$ cat config.mk
export PLATFORM = sky130hd
export DESIGN_NAME = i2c_master_write_read_sequencer_unit
export DESIGN_NICKNAME = d
export VERILOG_FILES = /design/src/rtl/i2cmws_pkg.sv /design/src/rtl/i2cmws_decode.sv /design/src/rtl/i2c_master_write_read_sequencer_unit.sv
export SDC_FILE = /design/constraint.sdc
export NUM_CORES = 1
export LEC_CHECK = 0
export BUFFER_PORTS_ARGS = -buffer_cell sky130_fd_sc_hd__buf_2
export CAP_MARGIN = 10
export CORE_MARGIN = 4
export CORE_UTILIZATION = 55
export CTS_CLUSTER_DIAMETER = 50
export DETAILED_ROUTE_END_ITERATION = 8
export PLACE_DENSITY = 0.9
export SYNTH_ARGS = -nofsm -noshare
export SYNTH_HDL_FRONTEND = slang
export SYNTH_SLANG_ARGS = --single-unit
$ cat constraint.sdc
create_clock -name clk -period 2.7 [get_ports clk]
set_clock_uncertainty 0.2 [all_clocks]
set_input_delay 0.27 -clock clk [delete_from_list [all_inputs] [get_ports clk]]
set_output_delay 0.27 -clock clk [all_outputs]
set_load 0.02 [all_outputs]
$ cat src/rtl/i2cmws_pkg.sv
// Shared types, status codes and the command frame table of the I2C
// write/read sequencer. No dependencies.
`timescale 1ns / 1ps
`default_nettype none

package i2cmws_pkg;

	// default frame lengths
	localparam int SEND_LEN_DEF = 6;
	localparam int RECV_LEN_DEF = 21;

	localparam int ROW_LEN    = 6;
	localparam int KEY_COLUMN = 3;

	// controller status codes
	localparam logic [7:0] ST_START      = 8'h08;
	localparam logic [7:0] ST_RESTART    = 8'h10;
	localparam logic [7:0] ST_SLA_W_ACK  = 8'h18;
	localparam logic [7:0] ST_SLA_W_NACK = 8'h20;
	localparam logic [7:0] ST_DATA_ACK   = 8'h28;
	localparam logic [7:0] ST_DATA_NACK  = 8'h30;
	localparam logic [7:0] ST_SLA_R_ACK  = 8'h40;
	localparam logic [7:0] ST_RX_ACK     = 8'h50;
	localparam logic [7:0] ST_RX_NACK    = 8'h58;

	// command codes
	localparam logic CMD_BEGIN = 1'b0;
	localparam logic CMD_EVENT = 1'b1;

	// config register indexes
	localparam logic [1:0] CFG_COMMAND_INDEX  = 2'd0;
	localparam logic [1:0] CFG_TARGET_ADDRESS = 2'd1;
	localparam logic [1:0] CFG_READ_MODE      = 2'd2;

	// response positions that carry scrambled bytes
	localparam logic [4:0] SCRAMBLE_FIRST = 5'd2;
	localparam logic [4:0] SCRAMBLE_LAST  = 5'd19;

	localparam logic [7:0] FRAMES [0:7][0:ROW_LEN-1] = '{
		'{8'hAA, 8'h04, 8'h01, 8'hE6, 8'h01, 8'hE2},
		'{8'hAA, 8'h04, 8'h02, 8'hE6, 8'h01, 8'hE1},
		'{8'hAA, 8'h04, 8'h03, 8'hE6, 8'h01, 8'hE0},
		'{8'hAA, 8'h04, 8'h04, 8'hE6, 8'h01, 8'hE7},
		'{8'hAA, 8'h04, 8'h05, 8'hE6, 8'h01, 8'hE6},
		'{8'hAA, 8'h04, 8'h06, 8'hE6, 8'h01, 8'hE5},
		'{8'hAA, 8'h04, 8'h07, 8'hE6, 8'h01, 8'hE4},
		'{8'hAA, 8'h04, 8'h08, 8'hE0, 8'h01, 8'hED}
	};

	typedef struct packed {
		logic       command;
		logic [7:0] status_code;
		logic [7:0] bus_byte;
	} evt_t;

	typedef struct packed {
		logic [7:0] tx_byte;
		logic       tx_load;
		logic       ctl_start;
		logic       ctl_stop;
		logic       ctl_ack;
		logic [7:0] rx_data;
		logic       rx_valid;
		logic [4:0] rx_position;
		logic       transfer_done;
	} res_t;

	typedef struct packed {
		logic [2:0] command_index;
		logic [6:0] target_address;
		logic       read_mode;
	} cfg_t;

	typedef struct packed {
		logic [2:0] sent_count;
		logic [4:0] received_count;
		logic       done;
	} seq_state_t;

	// positions past the row read as zero
	function automatic logic [7:0] frame_byte(input logic [2:0] row, input logic [2:0] pos);
		logic [7:0] b;
		b = 8'h00;
		if (pos < 3'(ROW_LEN))
			b = FRAMES[row][pos];
		return b;
	endfunction

endpackage

`default_nettype wire

$ cat src/rtl/i2cmws_decode.sv
// Status decoder: result item and next sequencer state from one event.
// Depends on i2cmws_pkg.
`timescale 1ns / 1ps
`default_nettype none

module i2cmws_decode #(
	parameter int SEND_LEN = i2cmws_pkg::SEND_LEN_DEF,
	parameter int RECV_LEN = i2cmws_pkg::RECV_LEN_DEF
) (
	input  wire i2cmws_pkg::evt_t       evt,
	input  wire i2cmws_pkg::cfg_t       cfg,
	input  wire i2cmws_pkg::seq_state_t cur,
	output i2cmws_pkg::seq_state_t      nxt,
	output i2cmws_pkg::res_t            res
);
	import i2cmws_pkg::*;

	localparam logic [2:0] SendLen = 3'(SEND_LEN);
	localparam logic [4:0] RecvLen = 5'(RECV_LEN);

	logic       store;
	logic [7:0] tx_next;
	logic [2:0] sent_inc;
	logic [7:0] rx_byte;

	assign tx_next  = frame_byte(cfg.command_index, cur.sent_count);
	assign sent_inc = (cur.sent_count != 3'd7) ? cur.sent_count + 3'd1 : cur.sent_count;

	always_comb begin
		nxt   = cur;
		res   = '0;
		store = 1'b0;
		if (evt.command == CMD_BEGIN) begin
			nxt           = '0;
			res.ctl_start = 1'b1;
		end else begin
			case (evt.status_code)
				ST_START: begin
					res.tx_byte = {cfg.target_address, 1'b0};
					res.tx_load = 1'b1;
				end
				ST_SLA_W_ACK: begin
					res.tx_byte    = tx_next;
					res.tx_load    = 1'b1;
					nxt.sent_count = sent_inc;
				end
				ST_SLA_W_NACK: begin
					res.ctl_stop = 1'b1;
					nxt.done     = 1'b1;
				end
				ST_DATA_ACK: begin
					if (cur.sent_count < SendLen) begin
						res.tx_byte    = tx_next;
						res.tx_load    = 1'b1;
						nxt.sent_count = sent_inc;
					end else if (cfg.read_mode) begin
						res.ctl_start = 1'b1;
					end else begin
						res.ctl_stop = 1'b1;
						nxt.done     = 1'b1;
					end
				end
				default: begin
					if (!cfg.read_mode) begin
						nxt.done = 1'b1;
					end else begin
						case (evt.status_code)
							ST_RESTART: begin
								res.tx_byte = {cfg.target_address, 1'b1};
								res.tx_load = 1'b1;
							end
							ST_SLA_R_ACK: res.ctl_ack = 1'b1;
							ST_RX_ACK: begin
								if (cur.received_count < RecvLen) begin
									store       = 1'b1;
									res.ctl_ack = 1'b1;
								end
							end
							ST_RX_NACK: begin
								store        = cur.received_count < RecvLen;
								res.ctl_stop = 1'b1;
								nxt.done     = 1'b1;
							end
							ST_DATA_NACK: begin
								res.ctl_stop       = 1'b1;
								nxt.done           = 1'b1;
								nxt.received_count = '0;
							end
							default: begin
								res.ctl_stop = 1'b1;
								nxt.done     = 1'b1;
							end
						endcase
					end
				end
			endcase
		end

		// descramble middle of the response for the low command rows
		rx_byte = evt.bus_byte;
		if (!cfg.command_index[2]
				&& (cur.received_count inside {[SCRAMBLE_FIRST:SCRAMBLE_LAST]}))
			rx_byte = evt.bus_byte ^ frame_byte(cfg.command_index, 3'(KEY_COLUMN));

		if (store) begin
			res.rx_position    = cur.received_count;
			res.rx_data        = rx_byte;
			res.rx_valid       = 1'b1;
			nxt.received_count = cur.received_count + 5'd1;
		end
		// final NACKed byte closes the response
		if (evt.command == CMD_EVENT && cfg.read_mode && evt.status_code == ST_RX_NACK)
			nxt.received_count = '0;

		res.transfer_done = nxt.done;
	end

endmodule

`default_nettype wire

$ cat src/rtl/i2c_master_write_read_sequencer_unit.sv
// Top level of the I2C master write/read sequencer: event register, status
// decoder, sequencer state and result register. Depends on i2cmws_pkg and
// i2cmws_decode.
//
// Usage:
//   evt channel (evt_valid/evt_ready/evt) carries one controller event per
//   transfer: command 0 begins a transaction (clears counters, asks START),
//   command 1 reports a status code with the byte read from the data register.
//   res channel (res_valid/res_ready/res) returns exactly one result per event:
//   byte to load, START/STOP/ACK controls, stored response byte with its
//   position, and the done flag.
//   cfg port: cfg_we writes cfg_data into register cfg_index (0 command
//   index, 1 target address, 2 read mode) at the clock edge; index 3 is
//   ignored. Write only while no event is in flight.
// Timing:
//   An accepted event sits in the event register while the decoder works on
//   it; its result is registered once the result register is free or
//   draining. One event per cycle is sustained while res_ready stays high;
//   the decoder plus the count registers form the single loop.
// Stall: when res_ready is low the result holds, the event register keeps
//   one more event, and evt_ready drops only when both are full.
// Reset: counters and done flag clear, command index 0, address 0, read
//   mode 1, both channels empty.
`timescale 1ns / 1ps
`default_nettype none

module i2c_master_write_read_sequencer_unit #(
	parameter int SEND_LEN = i2cmws_pkg::SEND_LEN_DEF,
	parameter int RECV_LEN = i2cmws_pkg::RECV_LEN_DEF
) (
	input  wire                  clk,
	input  wire                  arst_n,
	input  wire                  evt_valid,
	output logic                 evt_ready,
	input  wire i2cmws_pkg::evt_t evt,
	output logic                 res_valid,
	input  wire                  res_ready,
	output i2cmws_pkg::res_t     res,
	input  wire                  cfg_we,
	input  wire [1:0]            cfg_index,
	input  wire [6:0]            cfg_data
);
	import i2cmws_pkg::*;

	evt_t       evt_s1;
	logic       valid_s1;
	cfg_t       cfg_q;
	seq_state_t state_q;
	seq_state_t state_nxt;
	res_t       res_nxt;
	logic       advance;

	// event moves to the result register when the latter is free or draining
	assign advance   = valid_s1 && (!res_valid || res_ready);
	assign evt_ready = !valid_s1 || advance;

	i2cmws_decode #(
		.SEND_LEN(SEND_LEN),
		.RECV_LEN(RECV_LEN)
	) u_decode (
		.evt(evt_s1),
		.cfg(cfg_q),
		.cur(state_q),
		.nxt(state_nxt),
		.res(res_nxt)
	);

	always_ff @(posedge clk or negedge arst_n) begin
		if (!arst_n) begin
			valid_s1  <= 1'b0;
			res_valid <= 1'b0;
			state_q   <= '0;
		end else begin
			if (evt_ready)
				valid_s1 <= evt_valid;
			if (advance) begin
				res_valid <= 1'b1;
				state_q   <= state_nxt;
			end else if (res_ready) begin
				res_valid <= 1'b0;
			end
		end
	end

	// payload registers
	always_ff @(posedge clk) begin
		if (evt_ready && evt_valid)
			evt_s1 <= evt;
		if (advance)
			res <= res_nxt;
	end

	always_ff @(posedge clk or negedge arst_n) begin
		if (!arst_n) begin
			cfg_q.command_index  <= 3'd0;
			cfg_q.target_address <= 7'd0;
			cfg_q.read_mode      <= 1'b1;
		end else if (cfg_we) begin
			case (cfg_index)
				CFG_COMMAND_INDEX:  cfg_q.command_index  <= cfg_data[2:0];
				CFG_TARGET_ADDRESS: cfg_q.target_address <= cfg_data;
				CFG_READ_MODE:      cfg_q.read_mode      <= cfg_data[0];
				default: ;
			endcase
		end
	end

	// back-pressure only when both registers hold an item and output stalls
	a_ready_only_when_full: assert property (@(posedge clk) disable iff (!arst_n)
		!evt_ready |-> (valid_s1 && res_valid && !res_ready))
		else $error("event channel stalled without a full pipeline");

	// receive count never runs past the buffer
	a_rx_count_bound: assert property (@(posedge clk) disable iff (!arst_n)
		state_q.received_count <= 5'(RECV_LEN))
		else $error("received count past buffer length");

	// a stored byte lies within the buffer
	a_rx_position_bound: assert property (@(posedge clk) disable iff (!arst_n)
		(res_valid && res.rx_valid) |-> (res.rx_position < 5'(RECV_LEN)))
		else $error("response byte position outside buffer");

	// a begin clears done in the result it produces
	a_begin_clears_done: assert property (@(posedge clk) disable iff (!arst_n)
		(advance && evt_s1.command == CMD_BEGIN) |=> (res.ctl_start && !res.transfer_done))
		else $error("begin did not clear done");

	// unused fields stay zero
	a_idle_fields_zero: assert property (@(posedge clk) disable iff (!arst_n)
		res_valid |-> ((res.tx_load || res.tx_byte == 8'h00)
			&& (res.rx_valid || (res.rx_data == 8'h00 && res.rx_position == 5'd0))))
		else $error("inactive result field not zero");

endmodule

`default_nettype wire

[Yosys cells after proc, flatten, opt, wreduce, memory -nomap -nowiden]
Memories as Yosys holds them, arrays and structs flattened.
Index checks and enable logic that the tools add are counted.
Word-level totals
  memories: 1
  register bits: 66
  bits of input ports: 31
  ROM bits: 384
  logic and storage cells: 115
Operators by class
  magnitude comparators: 6
  reduce and logical (&&, ||, !) cells: 22
  add/subtract/negate cells: 2
  muxes and demuxes: 42
  bitwise gates (word level): 5
  equal/unequal tests: 17
Memory list
  (no name shown): words 8, bits a word 48, rd ports 1, clocked after Yosys merged registers in 0, write ports 0, RTL line i2cmws_pkg.sv:85  | b = FRAMES[row][pos];
Operator list (count)
  2-to-1 mux 48 bit: 2
  2-to-1 mux 8 bit: 5
  2-to-1 mux 9 bit: 4
  case mux 9 bit (4 select lines): 1
  2-to-1 mux 5 bit: 5
  binary-select mux 8 bit (select 3 bit): 1
  == test 8 x 6 -> 1 bit, second input constant: 3
  == test 8 x 7 -> 1 bit, second input constant: 3
  == test 8 x 5 -> 1 bit, second input constant: 2
  2-to-1 mux 1 bit: 14
  == test 8 x 4 -> 1 bit, second input constant: 1
  greater-or-equal comparator 4 bit, second input constant: 2
  != test 4 x 1 -> 1 bit, second input constant: 2
  inverter 3 -> 4 bit: 2
  bitwise XOR 8 bit: 1
  logical AND 1 bit: 6
  2-to-1 mux 3 bit: 2
  2-to-1 mux 6 bit: 1
  case mux 1 bit (3 select lines): 2
  case mux 3 bit (2 select lines): 1
  AND reduction 2 bit: 3
  OR reduction 6 bit: 1
  adder 5 x 1 -> 5 bit, second input constant: 1
  greater-or-equal comparator 5 x 2 -> 1 bit, second input constant: 1
  22 further kinds: 28

[Depth between registers and ports, before layout]
  depth in word-level cells: 10
  mapped depth: 7

[Cells and area by module]
From an unflattened synthesis, not the netlist that was laid out.
Second synthesis, totals
  cell total of the unflattened synthesis: 269
  area total of the unflattened synthesis: 3258.1 µm²
By module, submodules not included
  i2c_master_write_read_sequencer_unit: sequential area each 1873.0 µm², times used 1, cells an instance 96, area an instance 2187.1 µm²
  i2cmws_decode: sequential area each 0.0 µm², times used 1, cells an instance 173, area an instance 1071.0 µm²

[Least setup slack after synthesis]
No wires, ideal clock.
  path kind: register -> register
  from: reg evt_s1[10] (netlist name)
  to: reg state_q[6] (netlist name)
  stages on the path, launching flop included: 6
  setup slack: 0.294 ns
  setup time: 0.126 ns
  arrival: 2.080 ns
  clock period less this slack: 2.406 ns
  cell sequence: edfxtp_1 or4_1 buf_2 or3b_4 or3_4 a221o_1
Between the ends
  longest elaborated chain between the ends: 3
  elaborated cells on any way between the ends: 7
  classes of those cells: eq/ne (4); mux (2); reduce/logical (1)
Ends and longest elaborated chain
  start, declared: RTL line i2c_master_write_read_sequencer_unit.sv:45  | evt_t evt_s1;
  start signal, assigned: RTL line i2c_master_write_read_sequencer_unit.sv:88  | evt_s1 <= evt;
  == test 8 x 6 -> 1 bit or == test 8 x 5 -> 1 bit (tied branches): RTL line i2cmws_decode.sv:37  | case (evt.status_code)
  != test 3 x 2 -> 1 bit (no source line), or another cell as far along
  AND reduction 3 bit (no source line) or 2-to-1 mux 9 bit (tied branches)
  end signal, assigned: RTL line i2c_master_write_read_sequencer_unit.sv:78  | state_q <= state_nxt;
  end, declared: RTL line i2c_master_write_read_sequencer_unit.sv:48  | seq_state_t state_q;
Several ways; a longest one is shown, not always the timed one.
A chain may end at the register's enable or synchronous reset.

[Worst setup path after layout]
Same ends and word-level chain as after synthesis.

==> impl_metrics.env <==
export IMPL_worstMarginPinSlew_ns=0.713
export IMPL_vias=2636
export IMPL_grt_pass1_wl_um=13000
export IMPL_p_seq_frac=0.482
export IMPL_fp_row_count=27
export IMPL_port_buffers=59
export IMPL_maxSlewViolCount=0
export IMPL_ant_nets=0
export IMPL_fin_crit_sh=0.895
export IMPL_ys_seq_area_frac=0.577
export IMPL_setup_tns_ns=0
export IMPL_switching_share=0.293
export IMPL_dr_pass1_iters=5
export IMPL_power_density_nw_per_um2=665
export IMPL_slew_headroom=0.524
export IMPL_path_clk_slew_ns=0.08
export IMPL_first_iter_violations=353
export IMPL_track_usage=0.233
export IMPL_synth_warnings=0
export IMPL_area_growth_pct=26.4
export IMPL_cts_buffer_depth=2
export IMPL_crit_chain="or4_1 > or3b_4 > or3_4 > a221o_1"
export IMPL_wl_per_cell_um=18.0
export IMPL_cts_root_buf="clkbuf_8"
export IMPL_clock_sinks=66
export IMPL_ys_types=54
export IMPL_antenna_cells=0
export IMPL_die_area_um2=7200
export IMPL_syn_nets=317
export IMPL_die_y_um=84.8
export IMPL_die_width_um=84.8
export IMPL_cts_setup_buffers=0
export IMPL_ir_drop_mv=0.395
export IMPL_cp_arrival_ns=2.44
export IMPL_crit_path_max_fanout=6
export IMPL_cp_slowest_cell="or4_1"
export IMPL_cts_tree="built"
export IMPL_intPower_w=0.00193
export IMPL_status="complete, no violations"
export IMPL_htree_num_levels=3
export IMPL_start_util=0.579
export IMPL_period_needed_ns=2.42
export IMPL_grt_max_degree=25
export IMPL_grt_setup_unrepaired="false"
export IMPL_ff2ff_path_depth=4
export IMPL_io_pins=60
export IMPL_wl_um=8000
export IMPL_p_sw_w=0.000800
export IMPL_comb_power_share=0.181
export IMPL_postSynthAreaPerCell_um2=11.6
export IMPL_reg2reg_setup_slack_ns=0.28
export IMPL_gp_congestion=0.814
export IMPL_grt_pass1_vias=2625
export IMPL_hold_path_cell_count=4
export IMPL_final_nets=405
export IMPL_cp_slowest_stage_delay_ns=0.57
export IMPL_start_kind="flip-flop"
export IMPL_antenna_found_initial=0
export IMPL_synth_ff_type="edfxtp_1"
export IMPL_grt_overflow_total=0
export IMPL_drc=0
export IMPL_hp_class="in -> reg"
export IMPL_cts_buffers=9
export IMPL_viasPerCell=5.94
export IMPL_drive_gt1_frac=0.263
export IMPL_dp_slack_ns=0.307
export IMPL_synthesis_area_um2=3250
export IMPL_synth_edff_count=44
export IMPL_cts_resized=0
export IMPL_power_frac_clock=0.337
export IMPL_synth_seq_cells=66
export IMPL_synth_cells=279
export IMPL_layout_setup_ws_ns=0.283
export IMPL_endpoint_kind="flip-flop"
export IMPL_cts_hold_buf=25
export IMPL_core_um2=5610
export IMPL_final_hold_violation_count=0
export IMPL_drv_cap=0
export IMPL_p_leak_nw=1.63
export IMPL_clk_latency_ns=0.34
export IMPL_dp_hpwl_um=5100
export IMPL_path_class="reg -> reg"
export IMPL_setup_violations=0
export IMPL_fmaxAchievable_ghz=0.414
export IMPL_async_flop_share=0.333
export IMPL_critPathRequiredTime_ns=2.73
-- power groups by stage --
| stage | Clock [W] | Combinational [W] | Sequential, W |
|---|---|---|---|
| final | 0.000920 | 0.000494 | 0.00132 |
| after CTS | 0.000933 | 0.000484 | 0.00131 |
| after global placement | 0 | 0.000419 | 0.00132 |
| after floorplan | 0 | 0.000326 | 0.00130 |
| after global routing | 0.000980 | 0.000538 | 0.00133 |
| after detailed placement | 0 | 0.000451 | 0.00133 |
-- synthesized netlist by cell type, types with 2 or more instances --
master | count | share of area
buf_2 | 4 | 0.0062
or3_1 | 6 | 0.012
clkbuf_1 | 12 | 0.014
a221o_1 | 2 | 0.0062
nand2_1 | 21 | 0.024
o2111ai_1 | 2 | 0.0054
and3b_1 | 2 | 0.0054
nor2_1 | 7 | 0.0081
and3_1 | 2 | 0.0039
dfrtp_1 | 21 | 0.16
nor3b_1 | 4 | 0.0092
a2111o_1 | 4 | 0.014
o21bai_1 | 2 | 0.0046
and2_1 | 11 | 0.021
o211ai_1 | 2 | 0.0046
a21boi_0 | 6 | 0.014
a22oi_1 | 2 | 0.0046
nand3b_1 | 7 | 0.016
or4_1 | 5 | 0.012
ha_1 | 7 | 0.027
nor2b_1 | 5 | 0.0096
nand2b_1 | 5 | 0.0096
nor4_1 | 3 | 0.0058
edfxtp_1 | 44 | 0.41
nand3_1 | 8 | 0.012
inv_1 | 10 | 0.012
nand4b_1 | 2 | 0.0054
mux2_2 | 9 | 0.031
o21a_1 | 2 | 0.0046
o21ai_0 | 25 | 0.039
a21oi_1 | 13 | 0.020
a211oi_1 | 2 | 0.0046
-- registers in the layout (all words and copies together) (netlist names) --
name / flops
cfg_q: 11
evt_s1: 17
res: 27
res_valid: 1
state_q: 9
valid_s1: 1
-- kinds of logic (layout without fill, tap and decap cells) --
kind of cell,count (synthesis),after routing,synth area share
fa+ha+maj,7,7,0.0270
compound gates,73,73,0.153
buf+inv,26,119,0.0316
simple gates,97,97,0.178
mux,9,9,0.0312
xor+xnor,1,1,0.00270
flops,66,66,0.577
-- worst paths after layout --
kind	to	from
max	state_q[6]	evt_s1[10]
min	valid_s1	res_ready
max reg2reg	state_q[6]	evt_s1[10]
min reg2reg	cfg_q[2]	cfg_q[2]
max in group asynchronous	cfg_q[0]	arst_n
min in group asynchronous	cfg_q[9]	arst_n
-- per-layer routing --
metal  wire [um]  GRT usage  vias to the layer above
met5           0          0                        -
met4         206      0.102                        0
met3         430     0.0417                       18
met2        4190      0.410                      130
met1        3170      0.280                     1260
li1            -          -                     1228
-- worst max-delay path: cells and delay by family, from the launching register on --
kind | cells | cell delay, ns
compound gates | 1 | 0.30
simple gates | 3 | 1.40
flops | 1 | 0.41
-- cells in the final DEF, fill, tap and decap left out, types with 3 or more instances in the layout --
| cell | synthesis | layout |
|---|---|---|
| nor4_1 | 3 | 3 |
| clkbuf_8 | 0 | 9 |
| and2_1 | 11 | 11 |
| a2111o_1 | 4 | 4 |
| o21ai_0 | 25 | 25 |
| or4_1 | 5 | 5 |
| buf_2 | 4 | 59 |
| nand3_1 | 8 | 8 |
| nand3b_1 | 7 | 7 |
| nand2b_1 | 5 | 5 |
| mux2_2 | 9 | 9 |
| nor2b_1 | 5 | 5 |
| buf_4 | 0 | 8 |
| nand2_1 | 21 | 21 |
| inv_1 | 10 | 10 |
| dfrtp_1 | 21 | 21 |
| dlygate4sd3_1 | 0 | 26 |
| a21boi_0 | 6 | 6 |
| edfxtp_1 | 44 | 44 |
| or3_1 | 6 | 6 |
| nor2_1 | 7 | 7 |
| nor3b_1 | 4 | 4 |
| a21oi_1 | 13 | 13 |
| ha_1 | 7 | 7 |
-- metrics by stage --
stage	util	cells	power, W	instance area (um2)	hold WS [ns]
after global placement	0.647	402	0.00174	3630	0.0540
after detailed placement	0.647	402	0.00178	3630	0.0748
after global routing	0.732	444	0.00285	4110	0.108
after CTS	0.730	443	0.00273	4100	0.00165
final	0.732	444	0.00273	4110	0.0860
after floorplan	-	279	0.00162	3250	-0.226
-- area by class of cell --
cell class | instances | area [um2]
sequential | 66 | 1870
fill | 393 | 1500
multi-input combinational | 187 | 1270
timing repair buffer | 93 | 616
clock buffer | 9 | 124
clock inverter | 7 | 93.8
tap | 72 | 90.1
inverter | 10 | 37.5
(Power assumes the default switching activity.)
